$ cat config.mk
export PLATFORM = sky130hd
export DESIGN_NAME = head_angle_to_cursor_mapper
export DESIGN_NICKNAME = d
export VERILOG_FILES = /design/src/rtl/hacm_pkg.sv /design/src/rtl/hacm_cfg.sv /design/src/rtl/hacm_ctrl.sv /design/src/rtl/hacm_lane.sv /design/src/rtl/hacm_dp.sv /design/src/rtl/head_angle_to_cursor_mapper.sv
export SDC_FILE = /design/constraint.sdc
export NUM_CORES = 2
export LEC_CHECK = 0
export BUFFER_PORTS_ARGS = -buffer_cell sky130_fd_sc_hd__buf_2
export CORE_MARGIN = 4
export CORE_UTILIZATION = 25
export DETAILED_ROUTE_END_ITERATION = 6
export PLACE_DENSITY_LB_ADDON = 0.25
export REMOVE_ABC_BUFFERS = 1
export SYNTH_ARGS = -nofsm -noshare
export SYNTH_HDL_FRONTEND = slang
export SYNTH_SLANG_ARGS = --single-unit
export TNS_END_PERCENT = 30
$ cat constraint.sdc
create_clock -name clk -period 29.2 [get_ports clk]
set_clock_uncertainty 0.05 [all_clocks]
set_input_delay 4.38 -clock clk [delete_from_list [all_inputs] [get_ports clk]]
set_output_delay 4.38 -clock clk [all_outputs]
set_load 0.005 [all_outputs]
$ cat src/rtl/hacm_pkg.sv
// Shared types, codes and constants of the head-angle to cursor mapper.
// No dependencies; every other file but hacm_check refers to it by scoped names.
`default_nettype none

package hacm_pkg;

    // Register indexes of the configuration port
    typedef enum logic [7:0] {
        REG_GAIN_YAW      = 8'd0,
        REG_GAIN_PITCH    = 8'd1,
        REG_DEAD_BAND     = 8'd2,
        REG_SMOOTH_WEIGHT = 8'd3,
        REG_ROLL_LIMIT    = 8'd4,
        REG_SCROLL_GAIN   = 8'd5,
        REG_INVERT_BITS   = 8'd6,
        REG_TRACKING_ON   = 8'd7
    } hacm_reg_t;

    // Sequencer states
    typedef enum logic [2:0] {
        ST_IDLE,
        ST_DZ,
        ST_GAIN,
        ST_BLEND_A,
        ST_BLEND_B,
        ST_FINISH
    } hacm_state_t;

    // Input item kinds carried in tuser
    localparam logic MODE_RECENTER = 1'b1;

    // Invert bit positions
    localparam int unsigned INV_X      = 0;
    localparam int unsigned INV_Y      = 1;
    localparam int unsigned INV_SCROLL = 2;

    // Angle and fixed-point constants
    localparam logic signed [17:0] HALF_TURN  = 18'sd46080;
    localparam logic signed [17:0] FULL_TURN  = 18'sd92160;
    localparam logic        [8:0]  WEIGHT_ONE = 9'd256;

    // Register reset values
    localparam logic [15:0] RST_GAIN_YAW      = 16'd11520;
    localparam logic [15:0] RST_GAIN_PITCH    = 16'd11520;
    localparam logic [15:0] RST_DEAD_BAND     = 16'd0;
    localparam logic [8:0]  RST_SMOOTH_WEIGHT = 9'd0;
    localparam logic [15:0] RST_ROLL_LIMIT    = 16'd5120;
    localparam logic [15:0] RST_SCROLL_GAIN   = 16'd26;
    localparam logic [2:0]  RST_INVERT_BITS   = 3'd2;
    localparam logic        RST_TRACKING_ON   = 1'b1;

    // Configuration as seen by the rest of the block
    typedef struct packed {
        logic [15:0] gain_yaw;
        logic [15:0] gain_pitch;
        logic [15:0] dead_band;
        logic [8:0]  smooth_weight;
        logic [15:0] roll_limit;
        logic [15:0] scroll_gain;
        logic [2:0]  invert_bits;
        logic        tracking_on;
    } hacm_cfg_t;

    // Commands from the sequencer to the datapath
    typedef struct packed {
        logic load_ref;
        logic load_item;
        logic dz;
        logic gain;
        logic blend_a;
        logic blend_b;
        logic finish;
    } hacm_cmd_t;

endpackage

`default_nettype wire

$ cat src/rtl/hacm_cfg.sv
// Configuration register file of the mapper.
// Depends on hacm_pkg for register indexes, reset values and the config struct.
`default_nettype none

module hacm_cfg (
    input  wire logic              clk,
    input  wire logic              rst_n,
    input  wire logic              cfg_valid,
    output logic                   cfg_ready,
    input  wire logic [7:0]        cfg_index,
    input  wire logic [15:0]       cfg_data,
    output hacm_pkg::hacm_cfg_t    cfg,
    output logic                   trk_clear
);

    hacm_pkg::hacm_cfg_t cfg_reg;
    hacm_pkg::hacm_cfg_t cfg_next;
    logic                wr;

    assign cfg_ready = 1'b1;
    assign wr        = cfg_valid && cfg_ready;
    assign cfg       = cfg_reg;

    // Writing tracking off drops the stored reference
    assign trk_clear = wr && (cfg_index == hacm_pkg::REG_TRACKING_ON) && !cfg_data[0];

    always_comb
    begin
        cfg_next = cfg_reg;
        if (wr)
        begin
            unique case (cfg_index)
                hacm_pkg::REG_GAIN_YAW:      cfg_next.gain_yaw      = cfg_data;
                hacm_pkg::REG_GAIN_PITCH:    cfg_next.gain_pitch    = cfg_data;
                hacm_pkg::REG_DEAD_BAND:     cfg_next.dead_band     = cfg_data;
                hacm_pkg::REG_SMOOTH_WEIGHT: cfg_next.smooth_weight = cfg_data[8:0];
                hacm_pkg::REG_ROLL_LIMIT:    cfg_next.roll_limit    = cfg_data;
                hacm_pkg::REG_SCROLL_GAIN:   cfg_next.scroll_gain   = cfg_data;
                hacm_pkg::REG_INVERT_BITS:   cfg_next.invert_bits   = cfg_data[2:0];
                hacm_pkg::REG_TRACKING_ON:   cfg_next.tracking_on   = cfg_data[0];
                default:                     cfg_next = cfg_reg;
            endcase
        end
    end

    always_ff @(posedge clk or negedge rst_n)
    begin
        if (!rst_n)
        begin
            cfg_reg.gain_yaw      <= hacm_pkg::RST_GAIN_YAW;
            cfg_reg.gain_pitch    <= hacm_pkg::RST_GAIN_PITCH;
            cfg_reg.dead_band     <= hacm_pkg::RST_DEAD_BAND;
            cfg_reg.smooth_weight <= hacm_pkg::RST_SMOOTH_WEIGHT;
            cfg_reg.roll_limit    <= hacm_pkg::RST_ROLL_LIMIT;
            cfg_reg.scroll_gain   <= hacm_pkg::RST_SCROLL_GAIN;
            cfg_reg.invert_bits   <= hacm_pkg::RST_INVERT_BITS;
            cfg_reg.tracking_on   <= hacm_pkg::RST_TRACKING_ON;
        end
        else
        begin
            cfg_reg <= cfg_next;
        end
    end

endmodule

`default_nettype wire

$ cat src/rtl/hacm_ctrl.sv
// Sequencer of the mapper: accepts items, tracks the reference flag and
// steps the datapath. Depends on hacm_pkg for states and the command struct.
`default_nettype none

module hacm_ctrl (
    input  wire logic              clk,
    input  wire logic              rst_n,
    input  wire logic              s_tvalid,
    output logic                   s_tready,
    input  wire logic              mode,
    input  wire logic              tracking_on,
    input  wire logic              trk_clear,
    input  wire logic              out_free,
    output hacm_pkg::hacm_cmd_t    cmd
);

    hacm_pkg::hacm_state_t state_reg;
    hacm_pkg::hacm_state_t state_next;
    logic                  have_ref_reg;
    logic                  have_ref_next;
    logic                  accept;

    assign s_tready = (state_reg == hacm_pkg::ST_IDLE);
    assign accept   = s_tvalid && s_tready;

    always_ff @(posedge clk or negedge rst_n)
    begin
        if (!rst_n)
        begin
            state_reg    <= hacm_pkg::ST_IDLE;
            have_ref_reg <= 1'b0;
        end
        else
        begin
            state_reg    <= state_next;
            have_ref_reg <= have_ref_next;
        end
    end

    always_comb
    begin
        state_next    = state_reg;
        have_ref_next = have_ref_reg;
        cmd           = '0;
        unique case (state_reg)
            hacm_pkg::ST_IDLE:
            begin
                if (accept)
                begin
                    priority if (mode == hacm_pkg::MODE_RECENTER)
                    begin
                        have_ref_next = 1'b0;
                    end
                    else if (!tracking_on)
                    begin
                        have_ref_next = have_ref_reg;
                    end
                    else if (!have_ref_reg)
                    begin
                        cmd.load_ref  = 1'b1;
                        have_ref_next = 1'b1;
                    end
                    else
                    begin
                        cmd.load_item = 1'b1;
                        state_next    = hacm_pkg::ST_DZ;
                    end
                end
            end
            hacm_pkg::ST_DZ:
            begin
                cmd.dz     = 1'b1;
                state_next = hacm_pkg::ST_GAIN;
            end
            hacm_pkg::ST_GAIN:
            begin
                cmd.gain   = 1'b1;
                state_next = hacm_pkg::ST_BLEND_A;
            end
            hacm_pkg::ST_BLEND_A:
            begin
                cmd.blend_a = 1'b1;
                state_next  = hacm_pkg::ST_BLEND_B;
            end
            hacm_pkg::ST_BLEND_B:
            begin
                cmd.blend_b = 1'b1;
                state_next  = hacm_pkg::ST_FINISH;
            end
            hacm_pkg::ST_FINISH:
            begin
                // Hold until the output register can take the item
                if (out_free)
                begin
                    cmd.finish = 1'b1;
                    state_next = hacm_pkg::ST_IDLE;
                end
            end
            default:
            begin
                state_next = hacm_pkg::ST_IDLE;
            end
        endcase
        if (trk_clear)
        begin
            have_ref_next = 1'b0;
        end
    end

endmodule

`default_nettype wire

$ cat src/rtl/hacm_lane.sv
// One motion axis of the mapper: gain, smoothing blend and sub-pixel
// accumulation on a single shared multiplier. Depends on hacm_pkg.
`default_nettype none

module hacm_lane (
    input  wire logic                clk,
    input  wire logic                rst_n,
    input  wire hacm_pkg::hacm_cmd_t cmd,
    input  wire logic signed [17:0]  dz,
    input  wire logic        [15:0]  gain,
    input  wire logic        [8:0]   weight,
    output logic signed      [15:0]  move
);

    logic signed [33:0] m_reg;
    logic signed [33:0] m_next;
    logic signed [43:0] acc_reg;
    logic signed [43:0] acc_next;
    logic signed [33:0] smooth_reg;
    logic signed [33:0] smooth_next;
    logic signed [16:0] frac_reg;
    logic signed [16:0] frac_next;

    logic signed [33:0] mul_a;
    logic signed [16:0] mul_b;
    logic signed [50:0] prod;
    logic        [8:0]  inv_weight;

    logic signed [33:0] s_val;
    logic signed [34:0] sum;
    logic signed [18:0] q_floor;
    logic signed [18:0] q_trunc;
    logic               adj;

    assign inv_weight = 9'(hacm_pkg::WEIGHT_ONE - weight);

    // Operand select for the shared multiplier
    always_comb
    begin
        priority if (cmd.blend_a)
        begin
            mul_a = m_reg;
            mul_b = $signed({8'b0, inv_weight});
        end
        else if (cmd.blend_b)
        begin
            mul_a = smooth_reg;
            mul_b = $signed({8'b0, weight});
        end
        else
        begin
            mul_a = 34'(dz);
            mul_b = $signed({1'b0, gain});
        end
    end

    assign prod = mul_a * mul_b;

    // Floor by 256, then split into whole pixels truncated toward zero
    assign s_val   = acc_reg[41:8];
    assign sum     = 35'(s_val) + 35'(frac_reg);
    assign q_floor = sum[34:16];
    assign adj     = sum[34] && (sum[15:0] != 16'd0);
    assign q_trunc = q_floor + $signed({18'b0, adj});

    always_comb
    begin
        if (q_trunc > 19'sd32767)
        begin
            move = 16'sh7FFF;
        end
        else if (q_trunc < -19'sd32768)
        begin
            move = -16'sh8000;
        end
        else
        begin
            move = q_trunc[15:0];
        end
    end

    always_comb
    begin
        m_next      = m_reg;
        acc_next    = acc_reg;
        smooth_next = smooth_reg;
        frac_next   = frac_reg;
        if (cmd.gain)
        begin
            m_next = prod[33:0];
        end
        if (cmd.blend_a)
        begin
            acc_next = prod[43:0];
        end
        if (cmd.blend_b)
        begin
            acc_next = 44'(acc_reg + prod[43:0]);
        end
        if (cmd.finish)
        begin
            smooth_next = s_val;
            frac_next   = {adj, sum[15:0]};
        end
        if (cmd.load_ref)
        begin
            frac_next = '0;
        end
    end

    always_ff @(posedge clk)
    begin
        m_reg   <= m_next;
        acc_reg <= acc_next;
    end

    always_ff @(posedge clk or negedge rst_n)
    begin
        if (!rst_n)
        begin
            smooth_reg <= '0;
            frac_reg   <= '0;
        end
        else
        begin
            smooth_reg <= smooth_next;
            frac_reg   <= frac_next;
        end
    end

endmodule

`default_nettype wire

$ cat src/rtl/hacm_dp.sv
// Datapath of the mapper: reference angles, deltas with wrap and deadzone,
// scroll step, two axis lanes and the output register. Depends on hacm_pkg
// and hacm_lane.
`default_nettype none

module hacm_dp (
    input  wire logic                clk,
    input  wire logic                rst_n,
    input  wire hacm_pkg::hacm_cmd_t cmd,
    input  wire hacm_pkg::hacm_cfg_t cfg,
    input  wire logic signed [16:0]  roll_angle,
    input  wire logic signed [16:0]  pitch_angle,
    input  wire logic signed [16:0]  yaw_angle,
    input  wire logic                out_ready,
    output logic                     out_free,
    output logic                     out_valid,
    output logic signed [15:0]       move_x,
    output logic signed [15:0]       move_y,
    output logic signed [15:0]       scroll_step,
    output logic                     move_flag,
    output logic                     scroll_flag
);

    logic signed [16:0] ref_yaw_reg;
    logic signed [16:0] ref_yaw_next;
    logic signed [16:0] ref_pitch_reg;
    logic signed [16:0] ref_pitch_next;

    logic signed [17:0] dyaw_reg;
    logic signed [17:0] dpitch_reg;
    logic signed [16:0] roll_reg;
    logic signed [17:0] dz_x_reg;
    logic signed [17:0] dz_y_reg;
    logic        [16:0] excess_reg;
    logic               scroll_neg_reg;
    logic signed [15:0] scroll_reg;

    logic               out_valid_reg;
    logic               out_valid_next;
    logic signed [15:0] move_x_reg;
    logic signed [15:0] move_y_reg;
    logic signed [15:0] scroll_out_reg;
    logic               move_flag_reg;
    logic               scroll_flag_reg;

    logic signed [17:0] dy_a;
    logic signed [17:0] dy_b;
    logic signed [17:0] sd_x;
    logic signed [17:0] sd_y;
    logic        [16:0] roll_mag;
    logic               roll_pos;
    logic        [32:0] scroll_prod;
    logic        [14:0] scroll_mag;
    logic        [8:0]  weight;
    logic signed [15:0] lane_x_move;
    logic signed [15:0] lane_y_move;

    function automatic logic signed [17:0] soft_dead(
        input logic signed [17:0] d,
        input logic        [15:0] db
    );
        logic [17:0]        mag;
        logic [17:0]        rem;
        logic signed [17:0] res;
        mag = d[17] ? 18'(-d) : 18'(d);
        rem = mag - {2'b0, db};
        if (mag < {2'b0, db})
        begin
            res = '0;
        end
        else
        begin
            res = d[17] ? -$signed(rem) : $signed(rem);
        end
        return res;
    endfunction

    // Yaw wraps into a half turn either way, once in each direction
    always_comb
    begin
        dy_a = (dyaw_reg > hacm_pkg::HALF_TURN) ? 18'(dyaw_reg - hacm_pkg::FULL_TURN)
                                                : dyaw_reg;
        dy_b = (dy_a < -hacm_pkg::HALF_TURN) ? 18'(dy_a + hacm_pkg::FULL_TURN) : dy_a;
    end

    assign sd_x     = soft_dead(dy_b, cfg.dead_band);
    assign sd_y     = soft_dead(dpitch_reg, cfg.dead_band);
    assign roll_mag = roll_reg[16] ? 17'(-roll_reg) : 17'(roll_reg);
    assign roll_pos = !roll_reg[16] && (roll_reg != 17'sd0);

    assign scroll_prod = excess_reg * cfg.scroll_gain;
    assign scroll_mag  = (scroll_prod[32:16] > 17'd32767) ? 15'h7FFF : scroll_prod[30:16];

    assign weight = (cfg.smooth_weight > hacm_pkg::WEIGHT_ONE) ? hacm_pkg::WEIGHT_ONE
                                                              : cfg.smooth_weight;

    hacm_lane u_lane_x (
        .clk    (clk),
        .rst_n  (rst_n),
        .cmd    (cmd),
        .dz     (dz_x_reg),
        .gain   (cfg.gain_yaw),
        .weight (weight),
        .move   (lane_x_move)
    );

    hacm_lane u_lane_y (
        .clk    (clk),
        .rst_n  (rst_n),
        .cmd    (cmd),
        .dz     (dz_y_reg),
        .gain   (cfg.gain_pitch),
        .weight (weight),
        .move   (lane_y_move)
    );

    always_comb
    begin
        ref_yaw_next   = ref_yaw_reg;
        ref_pitch_next = ref_pitch_reg;
        if (cmd.load_ref || cmd.load_item)
        begin
            ref_yaw_next   = yaw_angle;
            ref_pitch_next = pitch_angle;
        end
    end

    always_ff @(posedge clk or negedge rst_n)
    begin
        if (!rst_n)
        begin
            ref_yaw_reg   <= '0;
            ref_pitch_reg <= '0;
        end
        else
        begin
            ref_yaw_reg   <= ref_yaw_next;
            ref_pitch_reg <= ref_pitch_next;
        end
    end

    // Working registers of one item
    always_ff @(posedge clk)
    begin
        if (cmd.load_item)
        begin
            dyaw_reg   <= 18'(yaw_angle) - 18'(ref_yaw_reg);
            dpitch_reg <= 18'(pitch_angle) - 18'(ref_pitch_reg);
            roll_reg   <= roll_angle;
        end
        if (cmd.dz)
        begin
            dz_x_reg       <= cfg.invert_bits[hacm_pkg::INV_X] ? 18'(-sd_x) : sd_x;
            dz_y_reg       <= cfg.invert_bits[hacm_pkg::INV_Y] ? 18'(-sd_y) : sd_y;
            excess_reg     <= (roll_mag > {1'b0, cfg.roll_limit})
                              ? 17'(roll_mag - {1'b0, cfg.roll_limit}) : 17'd0;
            scroll_neg_reg <= (roll_pos == cfg.invert_bits[hacm_pkg::INV_SCROLL]);
        end
        if (cmd.gain)
        begin
            scroll_reg <= scroll_neg_reg ? 16'(-$signed({1'b0, scroll_mag}))
                                         : $signed({1'b0, scroll_mag});
        end
    end

    // Output register
    assign out_free = !out_valid_reg || out_ready;

    always_comb
    begin
        out_valid_next = out_valid_reg;
        if (out_ready)
        begin
            out_valid_next = 1'b0;
        end
        if (cmd.finish)
        begin
            out_valid_next = 1'b1;
        end
    end

    always_ff @(posedge clk or negedge rst_n)
    begin
        if (!rst_n)
        begin
            out_valid_reg <= 1'b0;
        end
        else
        begin
            out_valid_reg <= out_valid_next;
        end
    end

    always_ff @(posedge clk)
    begin
        if (cmd.finish)
        begin
            move_x_reg      <= lane_x_move;
            move_y_reg      <= lane_y_move;
            scroll_out_reg  <= scroll_reg;
            move_flag_reg   <= (lane_x_move != 16'sd0) || (lane_y_move != 16'sd0);
            scroll_flag_reg <= (scroll_reg != 16'sd0);
        end
    end

    assign out_valid   = out_valid_reg;
    assign move_x      = move_x_reg;
    assign move_y      = move_y_reg;
    assign scroll_step = scroll_out_reg;
    assign move_flag   = move_flag_reg;
    assign scroll_flag = scroll_flag_reg;

endmodule

`default_nettype wire

$ cat src/rtl/head_angle_to_cursor_mapper.sv
// Top level of the head-angle to cursor mapper: stream ports, configuration
// port, sequencer and datapath. Depends on hacm_pkg, hacm_cfg, hacm_ctrl, hacm_dp.
//
// The block turns head orientation items (roll, pitch, yaw in signed
// 1/256-degree units) into relative cursor moves and scroll steps. The first
// sample after reset, after a recenter item (tuser set) or after a write of
// tracking_on to zero only stores the reference angles and gives no result;
// recenter items and samples taken while tracking is off give no result either.
// Every later sample gives exactly one result, even when all moves are zero. A
// sample that produces a result occupies the block from the accept cycle through
// deadzone and wrap, gain, two blend steps on the shared per-axis multiplier, and
// the accumulate step that loads the output register; a new item is taken in the
// cycle after that. The accumulate step waits while the output register still
// holds an item that has not been taken. Items that give no result leave the
// block ready again in the next cycle. Configuration writes are always ready and
// take effect at once; write them only while no item is in flight.
`default_nettype none

module head_angle_to_cursor_mapper (
    input  wire logic        clk,
    input  wire logic        rst_n,

    // Input items
    input  wire logic        s_tvalid,
    output logic             s_tready,
    input  wire logic [55:0] s_tdata,   // roll_angle[16:0], pitch_angle[33:17],
                                        // yaw_angle[50:34], zero fill[55:51]
    input  wire logic [0:0]  s_tuser,   // mode[0]: 1 recenter, 0 sample

    // Result items
    output logic             m_tvalid,
    input  wire logic        m_tready,
    output logic [47:0]      m_tdata,   // move_x[15:0], move_y[31:16],
                                        // scroll_step[47:32]
    output logic [1:0]       m_tuser,   // move_flag[0], scroll_flag[1]

    // Configuration writes
    input  wire logic        cfg_valid,
    output logic             cfg_ready,
    input  wire logic [7:0]  cfg_index,
    input  wire logic [15:0] cfg_data
);

    hacm_pkg::hacm_cfg_t cfg;
    hacm_pkg::hacm_cmd_t cmd;
    logic                trk_clear;
    logic                out_free;
    logic signed [15:0]  move_x;
    logic signed [15:0]  move_y;
    logic signed [15:0]  scroll_step;
    logic                move_flag;
    logic                scroll_flag;

    // Register file; a write of tracking off drops the reference
    hacm_cfg u_cfg (
        .clk       (clk),
        .rst_n     (rst_n),
        .cfg_valid (cfg_valid),
        .cfg_ready (cfg_ready),
        .cfg_index (cfg_index),
        .cfg_data  (cfg_data),
        .cfg       (cfg),
        .trk_clear (trk_clear)
    );

    // Sequencer: decides per item whether to store a reference, run the datapath or do neither
    hacm_ctrl u_ctrl (
        .clk         (clk),
        .rst_n       (rst_n),
        .s_tvalid    (s_tvalid),
        .s_tready    (s_tready),
        .mode        (s_tuser[0]),
        .tracking_on (cfg.tracking_on),
        .trk_clear   (trk_clear),
        .out_free    (out_free),
        .cmd         (cmd)
    );

    // Datapath: angles are taken straight from the port in the accept cycle
    hacm_dp u_dp (
        .clk         (clk),
        .rst_n       (rst_n),
        .cmd         (cmd),
        .cfg         (cfg),
        .roll_angle  ($signed(s_tdata[16:0])),
        .pitch_angle ($signed(s_tdata[33:17])),
        .yaw_angle   ($signed(s_tdata[50:34])),
        .out_ready   (m_tready),
        .out_free    (out_free),
        .out_valid   (m_tvalid),
        .move_x      (move_x),
        .move_y      (move_y),
        .scroll_step (scroll_step),
        .move_flag   (move_flag),
        .scroll_flag (scroll_flag)
    );

    // Pack the result fields, lowest field first
    assign m_tdata = {scroll_step, move_y, move_x};
    assign m_tuser = {scroll_flag, move_flag};

endmodule

`default_nettype wire

==> summary.txt <==
Outcome
  – Run status: finished with violations
  – Violated checks: max-capacitance violations, max-slew violations

Yosys
  – Sequential area share after synthesis: 19.9%
  – Library cell with the largest summed area after synthesis: fa_1
  – Adder-cell area share of the yosys netlist: 36.8%
  – Biggest area contributors in the synthesized netlist: fa_1, edfxtp_1, ha_1
  – Post-synthesis simple-gate area fraction: 16.2%
  – Portion of netlist area occupied by mux cells: 1.47%
  – Share of synthesized registers carrying an async set or reset: 41.9%
  – Number of enable-type register cells in the synthesized netlist: 325
  – Top cell type's share of synthesized area: 27.9%
  – Synthesized-area fraction occupied by ao, oa, aoi and oai cells: 11.8%
  – Area of the mapped netlist: 78600 um^2
  – Synth warn: 0
  – Main combinational cell family by area after synthesis: adder cells
  – Most used flip-flop cell after synthesis: edfxtp_1
  – Post-synthesis cell count: 8922
  – Synthesized area per cell: 8.81 um^2
  – XOR/XNOR Fraction of Synth Area: 4.95%
  – Number of storage elements in the synthesis netlist: 559
  – Number of distinct standard cells referenced by the synthesized netlist: 109

Finish
  – Most common cell after layout, fill and taps aside: inv_1
  – Number of filler cells placed in the layout: 33600
  – Share of cells above drive strength 1: 6.29%
  – Flip-flop count of the largest register, all copies and words added: 93
  – Post-route cell area: 86500 um^2
  – Area overhead of the layout relative to synthesis: 10.1%
  – Most used cells in the layout excluding fill and tap cells: inv_1, nand2_1, fa_1
  – Fin nets: 10600

Setup path
  – Startpoint-to-endpoint class of the critical path: register to register
  – Nature of the critical path startpoint: register
  – Most repeated library cell on the critical path: fa_1
  – WP data required: 29.56 ns
  – Crit path max fanout: 82
  – Arrival @ worst endpoint: 13.71 ns
  – Endpoint kind of the worst setup timing path: register
  – Slowest cell on the critical path: a221oi_1
  – Number of buffers and inverters on the critical path: 4
  – Slowest Stage Delay on Critical Path: 0.94 ns
  – Family of cells with the greatest summed delay on the critical path: compound AO/OA/AOI/OAI gates

Worst hold path
  – Tightest Hold Check Type: register to register

Placement
  – Global placer's final weighted congestion: 0.852
  – Detailed placement HPWL: 181000 um
  – Pre-CTS setup slack: 16.14 ns
  – Buffers added on ports: 132
  – Dpl cell area: 84000 um^2

STA
  – TNS Setup: 0 ns
  – Highest achievable clock rate: 0.0749 GHz
  – Final Hold Violating Endpoints: 0
  – Unrepaired setup endpoints after global routing: no
  – Tightest slew margin relative to the limit: -0.776%
  – Final setup margin: 15.85 ns
  – Worst slew pin tran: 1.51 ns
  – Ratio of final minimum period to clock period: 45.7%
  – Final count of pins violating max slew: 10
  – Tmin final: 13.35 ns
  – Number of endpoints failing setup at the final stage: 0

Floorplan
  – Effective utilization at floorplan: 25.2%
  – Placement row count: 205
  – Number of primary I/O pins: 139
  – Height of the die: 569 um
  – Horiz. Die Dim: 569 um
  – Area of the core region: 312000 um^2
  – Die Outline Area: 323000 um^2

Clocking
  – Clock sink count: 559
  – Number of gates resized after cts: 0
  – Buffer type at the clock tree root: clkbuf_16
  – Inserted Clock Buffers: 73
  – Worst-Skew Late Latency: 0.69 ns
  – # hold bufs at CTS: 0
  – TritonCTS clock tree: done
  – Number of buffers added for setup after CTS: 0
  – CTS HTree Levels: 3
  – Clock Pin Slew Worst Setup and Hold Paths: 0.06 ns
  – Longest Clk Path Bufs: 3

Drt
  – Number of vias in the routed layout: 60500
  – Final WL: 229000 um
  – Per-cell routed wire length: 17.5 um
  – Post-detailed-route via-to-cell ratio: 4.62
  – Number of nets still failing antenna checks after routing: 0
  – Total DRC errors in the routed layout: 0
  – Initial DRC count: 3313
  – Length of the first detailed-routing pass in iterations: 6

Global route
  – Global-route wire length before repair: 368000 um
  – Largest net degree at the start of global routing: 100
  – Total routing usage reported by global routing: 14.3%
  – Number of antenna violations at the first check in global routing: 15
  – Number of global-route vias before repair: 64600
  – Gr ovfl total: 0

Flow run
  – Maxcap violations: 1
layout make-up:
class	count	area, um^2	area share [%]
Clock inverter	43	568	0.656
Multi-Input combinational cell	6512	56100	64.8
Clock buffer	91	1970	2.27
Sequential cell	559	15600	18.1
Tap cell	4140	5180	5.99
Inverter	1524	5730	6.62
Antenna cell	4	10.0	0.0116
Timing Repair Buffer	224	1360	1.57
synthesized netlist by cell type, types with 23 or more instances:
| cell | instances |
|---|---|
| a211oi_1 | 30 |
| o31ai_1 | 34 |
| nor4_1 | 28 |
| o21bai_1 | 44 |
| and2_1 | 148 |
| nand3_1 | 88 |
| a21o_1 | 154 |
| a22o_1 | 31 |
| ha_1 | 558 |
| o21ai_1 | 47 |
| dfrtp_1 | 219 |
| nand2b_1 | 76 |
| and4_1 | 24 |
| nor3_1 | 89 |
| o211ai_1 | 38 |
| or3_1 | 37 |
| xnor2_1 | 288 |
| nor2_1 | 757 |
| a21boi_0 | 23 |
| o21ai_0 | 342 |
| fa_1 | 1094 |
| nand4_1 | 43 |
| a31oi_1 | 36 |
| o21a_1 | 85 |
| xor2_1 | 156 |
| clkbuf_1 | 278 |
| nand2_1 | 1357 |
| inv_1 | 1524 |
| mux2_2 | 91 |
| or2_2 | 27 |
| and3_1 | 42 |
| buf_1 | 28 |
| edfxtp_1 | 325 |
| nor2b_1 | 60 |
| a21oi_1 | 393 |
per-layer routing:
metal	vias to the layer above	track usage [%]	routed length [um]	share of wire, %
met5	-	0	0	0
met4	0	4.29	6950	3.0
met3	287	1.42	8730	3.8
met2	1175	25.0	112000	49
met1	30400	18.5	102000	44
li1	28600	-	-	-
worst register-to-register path, delay by kind of cell, from the launching register on:
family | cells | cell delay (ns)
muxes | 1 | 0.43
and+or+nand+nor | 8 | 1.90
xor gates and xnor gates | 2 | 0.35
adders and majority gates | 8 | 3.08
AOI/OAI and AO/OA | 13 | 5.68
buffers and inverters | 4 | 0.96
DFF | 1 | 0.64
worst paths after layout:
check	start	endpoint	slack [ns]	depth (start not counted)
worst max-delay path	u_ctrl.state_reg[1]	u_dp.u_lane_x.acc_reg[41]	15.85	36
worst min-delay path	u_dp.scroll_reg[10]	u_dp.scroll_step[10]	0.40	0
worst max register to register	u_ctrl.state_reg[1]	u_dp.u_lane_x.acc_reg[41]	15.85	36
worst min register to register	u_dp.scroll_reg[10]	u_dp.scroll_step[10]	0.40	0
max in group asynchronous	rst_n	u_cfg.cfg[24]	22.74	4
min in group asynchronous	rst_n	u_dp.u_lane_x.smooth_reg[29]	3.66	1
logic make-up after synthesis:
logic type,after synthesis
other,1
xor gates and xnor gates,444
AOI/OAI and AO/OA,1445
DFF,559
muxes,104
buffers and inverters,1851
adders and majority gates,1652
and+or+nand+nor,2866
per-stage QoR:
step	util, %	hold slack, ns	std cells
after CTS	27.7	0.398	13100
after floorplan	-	0.377	8595
after global placement	26.9	0.386	13000
after detailed placement	26.9	0.384	13000
after global routing	27.7	0.408	13100
final	27.7	0.395	13100
Power is not shown: default switching activity piles up to over one toggle a cycle in this logic, so the estimate is an artifact.
